===== config.mk =====
export PLATFORM = sky130hd
export DESIGN_NAME = nfh_cmd_queue
export DESIGN_NICKNAME = d
export VERILOG_FILES = /design/src/sv/nfh_pkg.sv /design/src/sv/nfh_cmd_queue.sv
export SDC_FILE = /design/constraint.sdc
export NUM_CORES = 1
export LEC_CHECK = 0
export ABC_CLOCK_PERIOD_IN_PS = 4590
export BUFFER_PORTS_ARGS = -buffer_cell sky130_fd_sc_hd__clkbuf_2
export CELL_PAD_IN_SITES_DETAIL_PLACEMENT = 1
export CELL_PAD_IN_SITES_GLOBAL_PLACEMENT = 2
export CORE_ASPECT_RATIO = 1.1
export CORE_MARGIN = 10
export CORE_UTILIZATION = 34
export CTS_CLUSTER_DIAMETER = 30
export DETAILED_ROUTE_END_ITERATION = 8
export GPL_TIMING_DRIVEN = 0
export PLACE_DENSITY_LB_ADDON = 0.12
export SKIP_LAST_GASP = 1
export SLEW_MARGIN = 20
export SYNTH_ARGS = -nofsm -noshare
export SYNTH_HDL_FRONTEND = slang
export SYNTH_SLANG_ARGS = --single-unit

===== constraint.sdc =====
create_clock -name i_clk -period 4.59 [get_ports i_clk]
set_input_delay 0.459 -clock i_clk [delete_from_list [all_inputs] [get_ports i_clk]]
set_output_delay 0.459 -clock i_clk [all_outputs]
set_load 0.005 [all_outputs]

===== src/sv/nfh_pkg.sv =====
// ============================================================================
// nfh_pkg: shared types and constants of the newest-first history ring
// Command classes, result status codes, the queued command record and the
// state type of the execution engine.
// ============================================================================
package nfh_pkg;

    // Field widths fixed by the interface
    localparam int KIND_W    = 4;
    localparam int PAYLOAD_W = 64;
    localparam int CNT_W     = 7;
    localparam int TOTAL_W   = 64;
    localparam int STATUS_W  = 2;

    // Command codes on i_command
    localparam logic CMD_EMIT = 1'b0;
    localparam logic CMD_READ = 1'b1;

    // Event type that means no event
    localparam logic [KIND_W-1:0] KIND_NONE = 4'd0;

    // Reset value of the max kind register
    localparam logic [KIND_W-1:0] MAX_KIND_RESET = 4'd12;

    // Register index of max_event_kind
    localparam logic REG_MAX_KIND = 1'b0;

    // Result status codes
    localparam logic [STATUS_W-1:0] STATUS_ACCEPT = 2'd0;
    localparam logic [STATUS_W-1:0] STATUS_REJECT = 2'd1;
    localparam logic [STATUS_W-1:0] STATUS_READ   = 2'd2;

    // Command class decided by the front end
    typedef enum logic [1:0] {
        CLS_EMIT_OK,
        CLS_EMIT_REJ,
        CLS_READ
    } t_cls;

    // One queued command
    typedef struct packed {
        t_cls                 cls;
        logic [KIND_W-1:0]    kind;
        logic [PAYLOAD_W-1:0] payload;
        logic [CNT_W-1:0]     want;
    } t_cmd;

    // Execution engine states
    typedef enum logic {
        BK_IDLE,
        BK_READ
    } t_back_state;

endpackage


===== src/sv/nfh_cmd_queue.sv =====
// ============================================================================
// nfh_cmd_queue: two-entry command queue
// Decouples command intake from execution so either side can stall alone.
// ============================================================================
module nfh_cmd_queue import nfh_pkg::*; (
    input  logic i_clk,
    input  logic i_rst_n,
    input  logic i_push,
    input  t_cmd i_cmd,
    output logic o_full,
    input  logic i_pop,
    output logic o_empty,
    output t_cmd o_head
);

    t_cmd       r_slot [2];
    logic       r_wr_ptr;
    logic       r_rd_ptr;
    logic [1:0] r_count;

    assign o_full  = (r_count == 2'd2);
    assign o_empty = (r_count == 2'd0);
    assign o_head  = r_slot[r_rd_ptr];

    // Store on push
    always_ff @(posedge i_clk) begin
        if (i_push) begin
            r_slot[r_wr_ptr] <= i_cmd;
        end
    end

    // Advance pointers and occupancy
    always_ff @(posedge i_clk) begin
        if (!i_rst_n) begin
            r_wr_ptr <= 1'b0;
            r_rd_ptr <= 1'b0;
            r_count  <= 2'd0;
        end else begin
            if (i_push) begin
                r_wr_ptr <= ~r_wr_ptr;
            end
            if (i_pop) begin
                r_rd_ptr <= ~r_rd_ptr;
            end
            case ({i_push, i_pop})
                2'b10:   r_count <= r_count + 2'd1;
                2'b01:   r_count <= r_count - 2'd1;
                default: r_count <= r_count;
            endcase
        end
    end

endmodule


==> impl_metrics.csv <==
group,metric,value,unit
outcome,status,"finished clean",
global_route,grt_pass1_vias,3431,
die,ioPinCount,160,
setup_path,worstPathMaxFanout,10,
clock_tree,h-tree-depth,4,
layout,nFillCells,1620,
drt,dr_wl_met2,6.61,mm
placed_design,pre_cts_ws,2.78,ns
drt,wl,12.6,mm
drt,remaining_drc_errors,0,
global_route,grt_use_total,11.4,%
placed_design,placed_cell_area,0.00694,mm²
synth,synth_flop_cell,"edfxtp_1",
setup_path,critPathKind,"reg2out",
placed_design,gp_congestion,0.686,
global_route,grt_pass1_wl,19.2,mm
drt,wl_met1,4.94,mm
setup_path,slowest_stage,"mux2_2",
layout,antennaDiodeCount,0,
synth,syn_inst,262,
setup_path,worstRegToRegCells,2,
drt,post_drt_wl_per_cell,19.2,µm
flow_run,cap_violations,0,
global_route,grt.overflow.total,0,
layout,final_cell_count_no_fill,660,
drt,dr.max_layer_used,"met4",
synth,ys_warn_count,0,
layout,drive_gt1_share,60.7,%
setup_path,cpMostUsedCell,"buf_6",
synth,syn-cell-area,0.00578,mm²
timing,setup_violations,0,
clock_tree,ctsHoldBuffers,0,
power,power_density,452,mW/mm²
clock_tree,cts_tree,"yes",
drt,wl_met3,989,µm
global_route,antenna_found_initial,0,
drt,dr.pass1.iters,4,
timing,layout_setup_ws,2.44,ns
clock_tree,post_cts_buffers,0,
global_route,grt_max_degree,46,
synth,synth_seq_cells,159,
synth,synth_nets,344,
placed_design,dpl.cell_count,629,
timing,fin_crit_sh,46.8,%
clock_tree,cts_buffers,17,
drt,num_vias,2995,
setup_path,cp.depth,5,
clock_tree,cts_resized,0,
synth,yosys.cell_types.count,17,
timing,post-route-min-period,2.15,ns
placed_design,io_buffer_count,159,
die,die_area,0.0226,mm²
synth,synth_edf_count,154,
synth,syn_avg_cell_area,22.1,µm²
synth,async_reset_ff_share,0,%
timing,fmax,0.465,GHz
placed_design,dp_hpwl,8.98,mm
setup_path,cp.buffers_inverters,4,
timing,hold_viol,0,
drt,vias_per_cell,4.54,
layout,nNetsFinal,526,
die,core_area,0.0165,mm²
layout,final_area,0.00752,mm²
clock_tree,cts_root_buf,"clkbuf_16",
min_path,hp-class,"in2reg",
clock_tree,cts.sinks,159,
timing,clock_skew,0.00803,ns
die,die_x,144,µm
setup_path,critPathLaunchType,"flip-flop",
setup_path,crit_path_cell_trace,"buf_2, buf_6, buf_6, mux2_2, clkbuf_2",
layout,final_cell_mix,"clkbuf_2 (159), edfxtp_1 (154), mux2_2 (77)",
synth,ys_seq_area_share,81.8,%
timing,finalMaxSlewViolations,0,
drt,drt_iter0_drc,117,
setup_path,critPathRequiredTime,4.13,ns
clock_tree,clock_latency,0.41,ns
die,rows,49,
setup_path,crit_path_end_kind,"output port",
power,ir_worst_vdd,226,µV
die,start_util,35.0,%
die,die_h,157,µm
min_path,whs_path_depth,1,
layout,final_common_cell,"clkbuf_2",
setup_path,cpPeakStageDelay,0.35,ns
layout,syn2layout_area_growth,30.2,%
drt,postRouteAntennaNets,0,
power,p_leak,2.86,nW
timing,tightest_slew,0.656,ns
timing,tns,0,ns
timing,rsz0062_at_grt,"false",
timing,slew_headroom,56.1,%
setup_path,path_delay_family,"buffers and inverters",
clock_tree,clkTransAtPathRegs,0.06,ns
setup_path,crit_arrival,1.69,ns
timing,whs,0.236,ns
clock_tree,clockBufferDepth,2,
==> path summary, 6_finish.rpt <==
kind,start,to,slack (ns)
hold reg to reg,r_count[1]$_SDFFE_PN0P_,r_count[1]$_SDFFE_PN0P_,0.51
hold / removal,i_cmd[9],r_slot[1][9]$_DFFE_PP_,0.24
setup reg to reg,r_wr_ptr$_SDFFE_PN0P_,r_slot[1][47]$_DFFE_PP_,3.03
setup / recovery,flip-flop,o_head[38],2.44
==> through the flow <==
step                utilization [%]  power, W
floorplan                         -   0.00189
CTS                            45.6   0.00346
detailed placement             42.1   0.00206
global route                   45.6   0.00356
finish                         45.6   0.00340
global placement               41.4   0.00205
==> state kept, by name, indices dropped and copies added (netlist names), named ones only <==
signal and count:
r_count 2, r_rd_ptr 1, r_slot 154, r_wr_ptr 1
==> final cells by class <==
type | count | area (µm²) | area share [%]
clock buffers | 20 | 437 | 5.81
multi-input cells | 93 | 990 | 13.2
well taps | 204 | 255 | 3.39
clock inverters | 11 | 143 | 1.90
plain buffers | 9 | 70.1 | 0.932
repair buffers | 163 | 898 | 11.9
flip-flops and latches | 159 | 4720 | 62.8
inverters | 1 | 3.75 | 0.0499
==> cells in the mapped netlist (2+ instances only) <==
master,count,area share (%)
edfxtp_1,154,80
mux2_2,77,15
buf_2,5,0.43
dfxtp_1,5,1.7
and2_1,4,0.43
buf_6,4,0.78
nor2_1,2,0.13
xnor2_1,2,0.30
==> worst register-to-register path: stages (launching register included) <==
cell and delay (ns):
dfxtp_1 0.39, and2_4 0.50, buf_16 0.30
==> logic make-up after synthesis <==
family	count (synthesis)	synth area share, %
flops	159	81.8
mux	77	15.0
buf+inv	10	1.28
simple gates	9	0.931
compound gates	3	0.346
xor+xnor	3	0.455
fa+ha+maj	1	0.217
==> power breakdown <==
| part | switching (W) | internal (W) |
|---|---|---|
| clock network | 0.000534 | 0.000849 |
| logic | 0.000155 | 0.000169 |
| registers | 0.0000177 | 0.00168 |
==> layer usage <==
metal  vias up  GRT usage, %
met5         -             0
met4         0          3.61
met3         8          5.36
met2        97          19.6
met1      1487          12.1
li1       1403             -
Power figures use the tool's default switching activity.
