### src/sv/nfh_pkg.sv
// ============================================================================
// nfh_pkg: shared types and constants of the newest-first history ring
// Command classes, result status codes, the queued command record and the
// state type of the execution engine.
// ============================================================================
package nfh_pkg;

    // Field widths fixed by the interface
    localparam int KIND_W    = 4;
    localparam int PAYLOAD_W = 64;
    localparam int CNT_W     = 7;
    localparam int TOTAL_W   = 64;
    localparam int STATUS_W  = 2;

    // Command codes on i_command
    localparam logic CMD_EMIT = 1'b0;
    localparam logic CMD_READ = 1'b1;

    // Event type that means no event
    localparam logic [KIND_W-1:0] KIND_NONE = 4'd0;

    // Reset value of the max kind register
    localparam logic [KIND_W-1:0] MAX_KIND_RESET = 4'd12;

    // Register index of max_event_kind
    localparam logic REG_MAX_KIND = 1'b0;

    // Result status codes
    localparam logic [STATUS_W-1:0] STATUS_ACCEPT = 2'd0;
    localparam logic [STATUS_W-1:0] STATUS_REJECT = 2'd1;
    localparam logic [STATUS_W-1:0] STATUS_READ   = 2'd2;

    // Command class decided by the front end
    typedef enum logic [1:0] {
        CLS_EMIT_OK,
        CLS_EMIT_REJ,
        CLS_READ
    } t_cls;

    // One queued command
    typedef struct packed {
        t_cls                 cls;
        logic [KIND_W-1:0]    kind;
        logic [PAYLOAD_W-1:0] payload;
        logic [CNT_W-1:0]     want;
    } t_cmd;

    // Execution engine states
    typedef enum logic {
        BK_IDLE,
        BK_READ
    } t_back_state;

endpackage

### src/sv/nfh_front.sv
// ============================================================================
// nfh_front: command intake and classification
// Holds the max kind register behind the APB port, accepts commands and
// tags each one as accepted emit, rejected emit or read before queueing it.
// ============================================================================
module nfh_front import nfh_pkg::*; (
    input  logic                 i_clk,
    input  logic                 i_rst_n,
    // APB register port
    input  logic                 psel,
    input  logic                 penable,
    input  logic                 pwrite,
    input  logic [2:0]           paddr,
    input  logic [31:0]          pwdata,
    output logic [31:0]          prdata,
    output logic                 pready,
    // Command port
    input  logic                 start,
    output logic                 busy,
    input  logic                 i_command,
    input  logic [KIND_W-1:0]    i_event_kind,
    input  logic [PAYLOAD_W-1:0] i_event_payload,
    input  logic [CNT_W-1:0]     i_read_count,
    // Queue side
    input  logic                 i_q_full,
    output logic                 o_push,
    output t_cmd                 o_cmd
);

    logic [KIND_W-1:0] r_max_kind;
    logic              w_cfg_wr;
    logic              w_kind_ok;

    // Register write on the access phase
    assign pready   = 1'b1;
    assign w_cfg_wr = psel && penable && pwrite && pready && (paddr[2] == REG_MAX_KIND);

    always_ff @(posedge i_clk) begin
        if (!i_rst_n) begin
            r_max_kind <= MAX_KIND_RESET;
        end else if (w_cfg_wr) begin
            r_max_kind <= pwdata[KIND_W-1:0];
        end
    end

    // Read back
    always_comb begin
        prdata = '0;
        if (paddr[2] == REG_MAX_KIND) begin
            prdata[KIND_W-1:0] = r_max_kind;
        end
    end

    // Hold off new commands while the queue is full
    assign busy   = i_q_full;
    assign o_push = start && !busy;

    // Classify the command
    assign w_kind_ok = (i_event_kind != KIND_NONE) && (i_event_kind <= r_max_kind);

    always_comb begin
        o_cmd.kind    = i_event_kind;
        o_cmd.payload = i_event_payload;
        o_cmd.want    = i_read_count;
        if (i_command == CMD_READ) begin
            o_cmd.cls = CLS_READ;
        end else if (w_kind_ok) begin
            o_cmd.cls = CLS_EMIT_OK;
        end else begin
            o_cmd.cls = CLS_EMIT_REJ;
        end
    end

endmodule

### config.mk
export PLATFORM = sky130hd
export DESIGN_NAME = nfh_front
export DESIGN_NICKNAME = d
export VERILOG_FILES = /design/src/sv/nfh_pkg.sv /design/src/sv/nfh_front.sv
export SDC_FILE = /design/constraint.sdc
export NUM_CORES = 1
export LEC_CHECK = 0
export ABC_AREA = 1
export BUFFER_PORTS_ARGS = -buffer_cell sky130_fd_sc_hd__buf_2
export CAP_MARGIN = 25
export CORE_AREA = 2 2 90 92
export CTS_CLUSTER_SIZE = 12
export DETAILED_ROUTE_END_ITERATION = 7
export DIE_AREA = 0 0 92 94
export GPL_TIMING_DRIVEN = 0
export SLEW_MARGIN = 20
export SYNTH_ARGS = -nofsm -noshare
export SYNTH_HDL_FRONTEND = slang
export SYNTH_SLANG_ARGS = --single-unit
export TNS_END_PERCENT = 50
### constraint.sdc
create_clock -name i_clk -period 2.4 [get_ports i_clk]
set_input_delay 0.24 -clock i_clk [delete_from_list [all_inputs] [get_ports i_clk]]
set_output_delay 0.24 -clock i_clk [all_outputs]
set_load 0.005 [all_outputs]
==> results of run 1 <==
placed cells by master, fill, tap and decap left out, drive strengths merged:
cell type    n
a21oi        4
buf        205
clkbuf       3
conb        29
dfxtp        4
ha           4
inv         11
nand2        9
nand3        1
nand4        1
nor2         5
nor3         1
o211ai       2
o21ai        2
layout make-up:
cell class	instances	area, um^2
inverters	11	43.79
multi-input cells	58	287.8
fillers	846	5736
repair buffers	99	495.5
clock buffers	3	41.29
flip-flops and latches	4	80.08
well taps	102	127.6
plain buffers	106	795.8
worst reg2reg max path, stage by stage (launching register included):
cell and delay, ns:
dfxtp_1 0.28, inv_1 0.13, o211ai_1 0.11
where the power goes:
part           total, mW  switching, mW  internal (mW)  leakage (nW)
combinational      0.257         0.0857          0.172          1.15
sequential        0.0704        0.00104         0.0694        0.0326
clock              0.140         0.0335          0.107        0.0216
layer usage:
metal  global-route usage (%)  routed length, um  vias to the layer above  share of wire [%]
met5                        0                  0                        -                  0
met4                    3.358                 49                        0                1.7
met3                    1.766                511                        4                 18
met2                    11.09               1429                      129                 50
met1                    4.969                855                      444                 30
li1                         -                  -                      588                  -
final timing paths:
check / startpoint / to / cells past startpoint
worst max-delay path: r_max_kind[3]$_SDFFE_PN1P_ / o_cmd[75] / 9
worst min-delay path: pwdata[3] / r_max_kind[3]$_SDFFE_PN1P_ / 3
worst max register to register: r_max_kind[3]$_SDFFE_PN1P_ / r_max_kind[3]$_SDFFE_PN1P_ / 2
worst min register to register: r_max_kind[0]$_SDFFE_PN0P_ / r_max_kind[0]$_SDFFE_PN0P_ / 2
cell families (layout without fill, tap and decap cells):
logic type / Yosys count / count (layout)
compound gates: 8 / 8
flops: 4 / 4
fa+ha+maj: 4 / 4
simple gates: 17 / 17
buf+inv: 117 / 219
other cells: 2 / 29
==> results_dict.tcl, run 1 <==
set metrics [dict create \
    status "completed" \
    cpPeakStageDelay_ns 0.31 \
    synth_top_family_by_area "buffers and inverters" \
    core-area_mm2 0.007607 \
    cts_buffers 3 \
    fp.dieH_um 94 \
    yosysMostFrequentCell "buf_4" \
    drv_cap 0 \
    critPathLaunchType "register" \
    largest_reg_flops 4 \
    place_ws_ns 0.9878 \
    dp.cells 380 \
    worstPathArrival_ns 1.39 \
    finalSetupViolCount 0 \
    finalWorstSetupSlack_ns 0.7740 \
    synthesis.area_mm2 0.001106 \
    clock_skew_ns 0 \
    cp_cell_sequence "inv_1 > ha_1 > nand2_1 > inv_1 > nand2_1 > nand2_1 > nand2_1 > a21oi_1 > buf_2" \
    track_usage_pct 5.634 \
    antenna_found_initial 0 \
    cts_setup_buffers 0 \
    avgRoutedWirePerCell_um 7.431 \
    synth.avg_cell_area_um2 7.277 \
    fin_util_pct 24.61 \
    post_cts_resized 0 \
    largestRegisters "r_max_kind (4)" \
    final_area_mm2 0.001872 \
    ant_nets 0 \
    die_area_mm2 0.008648 \
    die_x_um 92 \
    path_clk_slew_ns 0.03 \
    syn_inst 152 \
    synth_edf_count 0 \
    layout_min_cycle_time_ns 1.626 \
    fin_total_pwr_uw 468.1 \
    r2r_setup_slack_ns 1.75 \
    synth_seq_cells 4 \
    yosys_warnings 0 \
    synthSimpleGateAreaFrac_pct 7.579 \
    yosys-top-cells-count "buf_4, inv_1, nand2_1" \
    powerDensity_mw_per_mm2 250.1 \
    yosys-top-cells-area "buf_4, dfxtp_1, ha_1" \
    cts_root_buf "clkbuf_8" \
    ys.flop_type "dfxtp_1" \
    io_pins 230 \
    grt.overflow.total 0 \
    min_period_over_period_pct 67.75 \
    htreeDepth 1 \
    rsz0062_at_grt "no" \
    drc 0 \
    synthXorXnorAreaFrac_pct 0 \
    initial_core_util_pct 14.54 \
    path_buf_inv 3 \
    async_flop_share_pct 0 \
    drt_iter0_drc 1 \
    antenna_cells 0 \
    crit_type "register to output pin" \
    p_leak_nw 1.203 \
    crit_fanout 3 \
    dpl.hpwl_um 2763 \
    grt_pass1_vias 952 \
    num_rows 32 \
    crit_family "adder cells" \
    critPathRequiredTime_ns 2.16 \
    layoutNonFillerInstCount 383 \
    drive_gt1_share_pct 75.09 \
    crit_top_cell "nand2_1" \
    synthAdderAreaFrac_pct 4.525 \
    cp_slowest_cell "ha_1" \
    synth_top_area_share_pct 71.95 \
    hold_class "primary input to register" \
    ys_types 15 \
    ys_seq_area_share_pct 7.240 \
    num-nets-final 405 \
    peakVddDrop_v 0.0002125 \
    end_kind "output pin" \
    grt_max_degree 6 \
    grt_pass1_wl_um 3788 \
    drtPass1Iterations 2 \
    maxSlewViolCount 0 \
    port_buffers 99 \
    top_register "r_max_kind" \
    clock_sinks 4 \
    cts_tree "yes" \
    synth_area_leader_cell "buf_4" \
    cts_buffer_depth 2 \
    synth_compound_area_share_pct 4.072 \
    syn_to_final_growth_pct 69.23 \
    via_per_inst 3.042 \
    hold_viol 0 \
    cts_hold_buffers 0 \
    final.setup.tns_ns 0 \
    synth.area.mux_share_pct 0 \
    dpl_cell_area_mm2 0.001831 \
    gp_congestion 0.7165 \
    finalWirelength_um 2846 \
    whs_ns 0.2468 \
    max_freq_ghz 0.6150 \
    dr_total_vias 1165 \
    clock_latency_ns 0.22 \
]
Note: power is estimated with default switching activity, not from simulation.
==> run 2: changes to the inputs <==
Settings changed: ABC_AREA 1 to 0.
Clock period 2.4 ns to 1.7 ns, I/O delays scaled along.
==> results_dict.tcl, run 2 <==
set metrics [dict create \
    synth_area_leader_cell "buf_4" \
    via_per_inst 3.035 \
    crit_fanout 2 \
    drt_iter0_drc 5 \
    final_cell_mix "buf_4, buf_2, conb_1, nor2b_1" \
    drtPass1Iterations 3 \
    cts_buffer_depth 2 \
    drive_gt1_share_pct 78.89 \
    path_clk_slew_ns 0.03 \
    drc 0 \
    maxSlewViolCount 0 \
    max_freq_ghz 0.6248 \
    whs_ns 0.1492 \
    top_register "r_max_kind" \
    grt_pass1_wl_um 3691 \
    io_pins 230 \
    powerDensity_mw_per_mm2 348.4 \
    num-nets-final 394 \
    track_usage_pct 5.244 \
    dr.max_layer_used "met4" \
    largest_reg_flops 4 \
    clock_latency_ns 0.22 \
    async_flop_share_pct 0 \
    p_leak_nw 1.205 \
    yosys-top-cells-count "buf_4, nor2b_1" \
    cts_root_buf "clkbuf_8" \
    dr_total_vias 1129 \
    cts_tree "yes" \
    grt.overflow.total 0 \
    yosys_warnings 0 \
    dpl_cell_area_mm2 0.001828 \
    crit_type "register to output pin" \
    ys.flop_type "dfxtp_1" \
    route.met2.wl_um 1473 \
    initial_core_util_pct 14.51 \
    core-area_mm2 0.007607 \
    synthesis.area_mm2 0.001104 \
    final.setup.tns_ns 0 \
    ant_nets 0 \
    finalWorstSetupSlack_ns 0.09950 \
    peakVddDrop_v 0.0003804 \
    dp.cells 369 \
    finalWirelength_um 2737 \
    final_common_cell "buf_4" \
    ys_seq_area_share_pct 7.256 \
    clock_sinks 4 \
    die_x_um 92 \
    drt-met1-wl_um 717 \
    wl_met3_um 495 \
    rsz0062_at_grt "no" \
    synth_edf_count 0 \
    fillCellCount 841 \
    place_ws_ns 0.2996 \
    layoutNonFillerInstCount 372 \
    finalSetupViolCount 0 \
    cts_hold_buffers 0 \
    worstPathArrival_ns 1.43 \
    synth.avg_cell_area_um2 7.827 \
    syn_inst 141 \
    antenna_found_initial 0 \
    final_area_mm2 0.001887 \
    synth_top_area_share_pct 72.11 \
    status "completed" \
    fp.dieH_um 94 \
    yosys-top-cells-area "buf_4, dfxtp_1, ha_1" \
    critPathRequiredTime_ns 1.53 \
    avgRoutedWirePerCell_um 7.358 \
    gp_congestion 0.6815 \
    antenna_cells 0 \
    largestRegisters "r_max_kind (4)" \
    cts_buffers 3 \
    yosysMostFrequentCell "buf_4" \
    die_area_mm2 0.008648 \
    min_period_over_period_pct 94.15 \
    synth_seq_cells 4 \
    ys_types 15 \
    num_rows 32 \
    end_kind "output pin" \
    layout_min_cycle_time_ns 1.600 \
    critPathLaunchType "register" \
    dpl.hpwl_um 2592 \
    cts_setup_buffers 0 \
    grt_pass1_vias 899 \
    hold_class "primary input to register" \
    port_buffers 99 \
    hold_viol 0 \
    htreeDepth 1 \
    drv_cap 0 \
    grt_max_degree 6 \
    clock_skew_ns 0 \
    syn_to_final_growth_pct 70.98 \
]
[run 2: logic make-up after synthesis]
kind of cell | Yosys count | synth area share (%)
AO/OA/AOI/OAI | 3 | 2.495
adder cells (fa/ha/maj) | 4 | 4.535
flip-flops | 4 | 7.257
other | 2 | 0.6805
multiplexers | 4 | 3.628
buffers and inverters | 110 | 73.47
AND/OR/NAND/NOR | 14 | 7.936
[run 2: worst max-delay path, stage by stage (launching register included)]
cell	delay, ns
dfxtp_1	0.32
inv_1	0.09
ha_4	0.27
nor2b_1	0.11
o211ai_1	0.10
a211oi_2	0.17
buf_2	0.15
[run 2: path summary, 6_finish.rpt]
path                                                    to  depth (start not counted)                       start  slack (ns)
worst max register to register  r_max_kind[0]$_SDFFE_PN0P_                          2  r_max_kind[0]$_SDFFE_PN0P_        1.09
worst min-delay path            r_max_kind[3]$_SDFFE_PN1P_                          2                     i_rst_n        0.15
worst max-delay path                             o_cmd[75]                          6  r_max_kind[1]$_SDFFE_PN0P_         0.1
worst min register to register  r_max_kind[3]$_SDFFE_PN1P_                          2  r_max_kind[3]$_SDFFE_PN1P_        0.47
[run 2: repair_timing]
| action | 4_1_cts | 5_1_grt |
|---|---|---|
| setup endpoints to repair | 0 | 1 |
| endpoints found under the hold margin | 0 | 0 |
| resized for setup | 0 | 2 |
[run 2: report_power, final]
part | switching, mW | internal, mW | total [mW] | leakage (nW)
registers | 0.00116 | 0.0967 | 0.0978 | 0.0325
clock network | 0.0501 | 0.151 | 0.201 | 0.0216
logic | 0.115 | 0.244 | 0.358 | 1.15
[run 2: layout make-up]
| cell class | count | area (um^2) | area share, % |
|---|---|---|---|
| inverter | 4 | 15.01 | 0.7958 |
| clock buffer | 3 | 41.29 | 2.188 |
| timing repair buffer | 99 | 495.5 | 26.26 |
| sequential | 4 | 80.08 | 4.244 |
| tap | 102 | 127.6 | 6.764 |
| buffer | 106 | 795.8 | 42.18 |
| multi-input combinational | 54 | 331.6 | 17.57 |
[run 2: routing by layer]
layer  GRT usage [%]  vias to the layer above
met5               0                        -
met4           2.985                        0
met3           1.525                        5
met2           10.91                      119
met1           4.293                      445
li1                -                      560
[run 2: metrics by stage]
step / util, % / power, mW
2_1_floorplan: - / 0.3311
3_3_place_gp: 24.03 / 0.4528
3_5_place_dp: 24.03 / 0.4563
4_1_cts: 24.57 / 0.6630
5_1_grt: 24.80 / 0.7042
6_report: 24.80 / 0.6573
==> run 3: changes to the inputs <==
Settings changed: SETUP_SLACK_MARGIN set to 0.4.
==> results_dict.tcl, run 3 (same netlist as run 2, synthesis figures left out) <==
set metrics [dict create \
    drt_iter0_drc 5 \
    grt_max_degree 6 \
    finalWorstSetupSlack_ns 0.1468 \
    path_clk_slew_ns 0.03 \
    via_per_inst 3.040 \
    maxSlewViolCount 0 \
    cts_tree "yes" \
    antenna_cells 0 \
    largestRegisters "r_max_kind (4)" \
    worstPathArrival_ns 1.38 \
    critPathLaunchType "register" \
    place_ws_ns 0.2996 \
    p_leak_nw 1.204 \
    whs_ns 0.1491 \
    port_buffers 99 \
    drive_gt1_share_pct 80.37 \
    regToRegStartpoint "r_max_kind[0]$_SDFFE_PN0P_" \
    layout_min_cycle_time_ns 1.553 \
    clock_latency_ns 0.22 \
    powerDensity_mw_per_mm2 346.0 \
    whs_endpoint "r_max_kind[3]$_SDFFE_PN1P_" \
    die_x_um 92 \
    antenna_found_initial 0 \
    crit_type "register to output pin" \
    top_register "r_max_kind" \
    hold_class "primary input to register" \
    num-nets-final 394 \
    finalSetupViolCount 0 \
    drt-met1-wl_um 727 \
    crit_fanout 2 \
    dpl.hpwl_um 2592 \
    grt_pass1_vias 904 \
    ant_nets 0 \
    r2r_end "r_max_kind[0]$_SDFFE_PN0P_" \
    end_kind "output pin" \
    dr_total_vias 1131 \
    clock_sinks 4 \
    rsz0062_at_grt "yes" \
    dr.max_layer_used "met4" \
    max_freq_ghz 0.6438 \
    hold_viol 0 \
    cts_buffers 3 \
    syn_to_final_growth_pct 73.36 \
    gp_congestion 0.6815 \
    critPathRequiredTime_ns 1.53 \
    fillCellCount 840 \
    final_cell_mix "buf_4, buf_2, conb_1, nor2b_1" \
    largest_reg_flops 4 \
    die_area_mm2 0.008648 \
    final_common_cell "buf_4" \
    wl_met3_um 495 \
    cts_root_buf "clkbuf_8" \
    cts_hold_buffers 0 \
    r2r_setup_slack_ns 1.09 \
    final.setup.tns_ns 0 \
    layoutNonFillerInstCount 372 \
    core-area_mm2 0.007607 \
    drv_cap 0 \
    whs_path_depth 2 \
    drc 0 \
    drtPass1Iterations 3 \
    finalWirelength_um 2743 \
    htreeDepth 1 \
    hp-start "i_rst_n" \
    num_rows 32 \
    io_pins 230 \
    route.met2.wl_um 1469 \
    dp.cells 369 \
    status "completed" \
    peakVddDrop_v 0.0003835 \
    grt.overflow.total 0 \
    cts_setup_buffers 0 \
    clock_skew_ns 0 \
    fp.dieH_um 94 \
    min_period_over_period_pct 91.37 \
    avgRoutedWirePerCell_um 7.374 \
    initial_core_util_pct 14.51 \
    worst-r2r-cell-count 2 \
    cts_buffer_depth 2 \
    track_usage_pct 5.295 \
    grt_pass1_wl_um 3719 \
]
run 3: timing repair:
| action | 4_1_cts | 5_1_grt |
|---|---|---|
| endpoints found under the hold margin | 0 | 0 |
| gates resized for setup | 5 | 1 |
| endpoints found under the setup margin | 1 | 1 |
| pin swaps | 0 | 0 |
run 3: where the power goes:
part / switching, mW / total, mW / leakage, nW / internal, mW
sequential: 0.00125 / 0.0980 / 0.0329 / 0.0968
combinational: 0.116 / 0.363 / 1.15 / 0.246
clock: 0.0503 / 0.201 / 0.0216 / 0.151
total: 0.168 / 0.662 / 1.20 / 0.494
run 3: worst max path at each step:
stage,startpoint,end,slack [ns],cells past startpoint
2_1_floorplan,r_max_kind[1]$_SDFFE_PN0P_,o_cmd[75],0.50,5
3_3_place_gp,r_max_kind[1]$_SDFFE_PN0P_,o_cmd[75],0.32,6
3_5_place_dp,r_max_kind[3]$_SDFFE_PN1P_,o_cmd[75],0.30,5
4_1_cts,r_max_kind[1]$_SDFFE_PN0P_,o_cmd[75],0.13,6
5_1_grt,r_max_kind[1]$_SDFFE_PN0P_,o_cmd[75],0.08,6
6_report,r_max_kind[1]$_SDFFE_PN0P_,o_cmd[75],0.15,6
run 3: area by class of cell:
| type | instances | area, um^2 | area share (%) |
|---|---|---|---|
| buffer | 106 | 795.8 | 41.60 |
| clock buffer | 3 | 41.29 | 2.158 |
| inverter | 4 | 15.01 | 0.7848 |
| multi-input combinational | 54 | 356.6 | 18.64 |
| sequential | 4 | 81.33 | 4.251 |
| tap | 102 | 127.6 | 6.671 |
| timing repair buffer | 99 | 495.5 | 25.90 |
run 3: worst max-delay path, stage by stage, from the launching register on:
cell and delay (ns):
dfxtp_2 0.32, inv_2 0.05, ha_4 0.26, nor2b_1 0.11, o211ai_1 0.10, a211oi_2 0.17
buf_2 0.15
run 3: stage by stage:
step / cell area (um^2) / total power, mW / util [%]
after floorplan: 1205 / 0.3311 / -
after global placement: 1828 / 0.4528 / 24.03
after detailed placement: 1828 / 0.4563 / 24.03
after CTS: 1901 / 0.6685 / 24.98
after global routing: 1913 / 0.7095 / 25.15
final: 1913 / 0.6620 / 25.15
run 3: per-layer routing:
layer  up-vias  GRT usage (%)
li1        561              -
met1       446          4.342
met2       119          11.03
met3         5          1.525
met4         0          2.985
met5         -              0
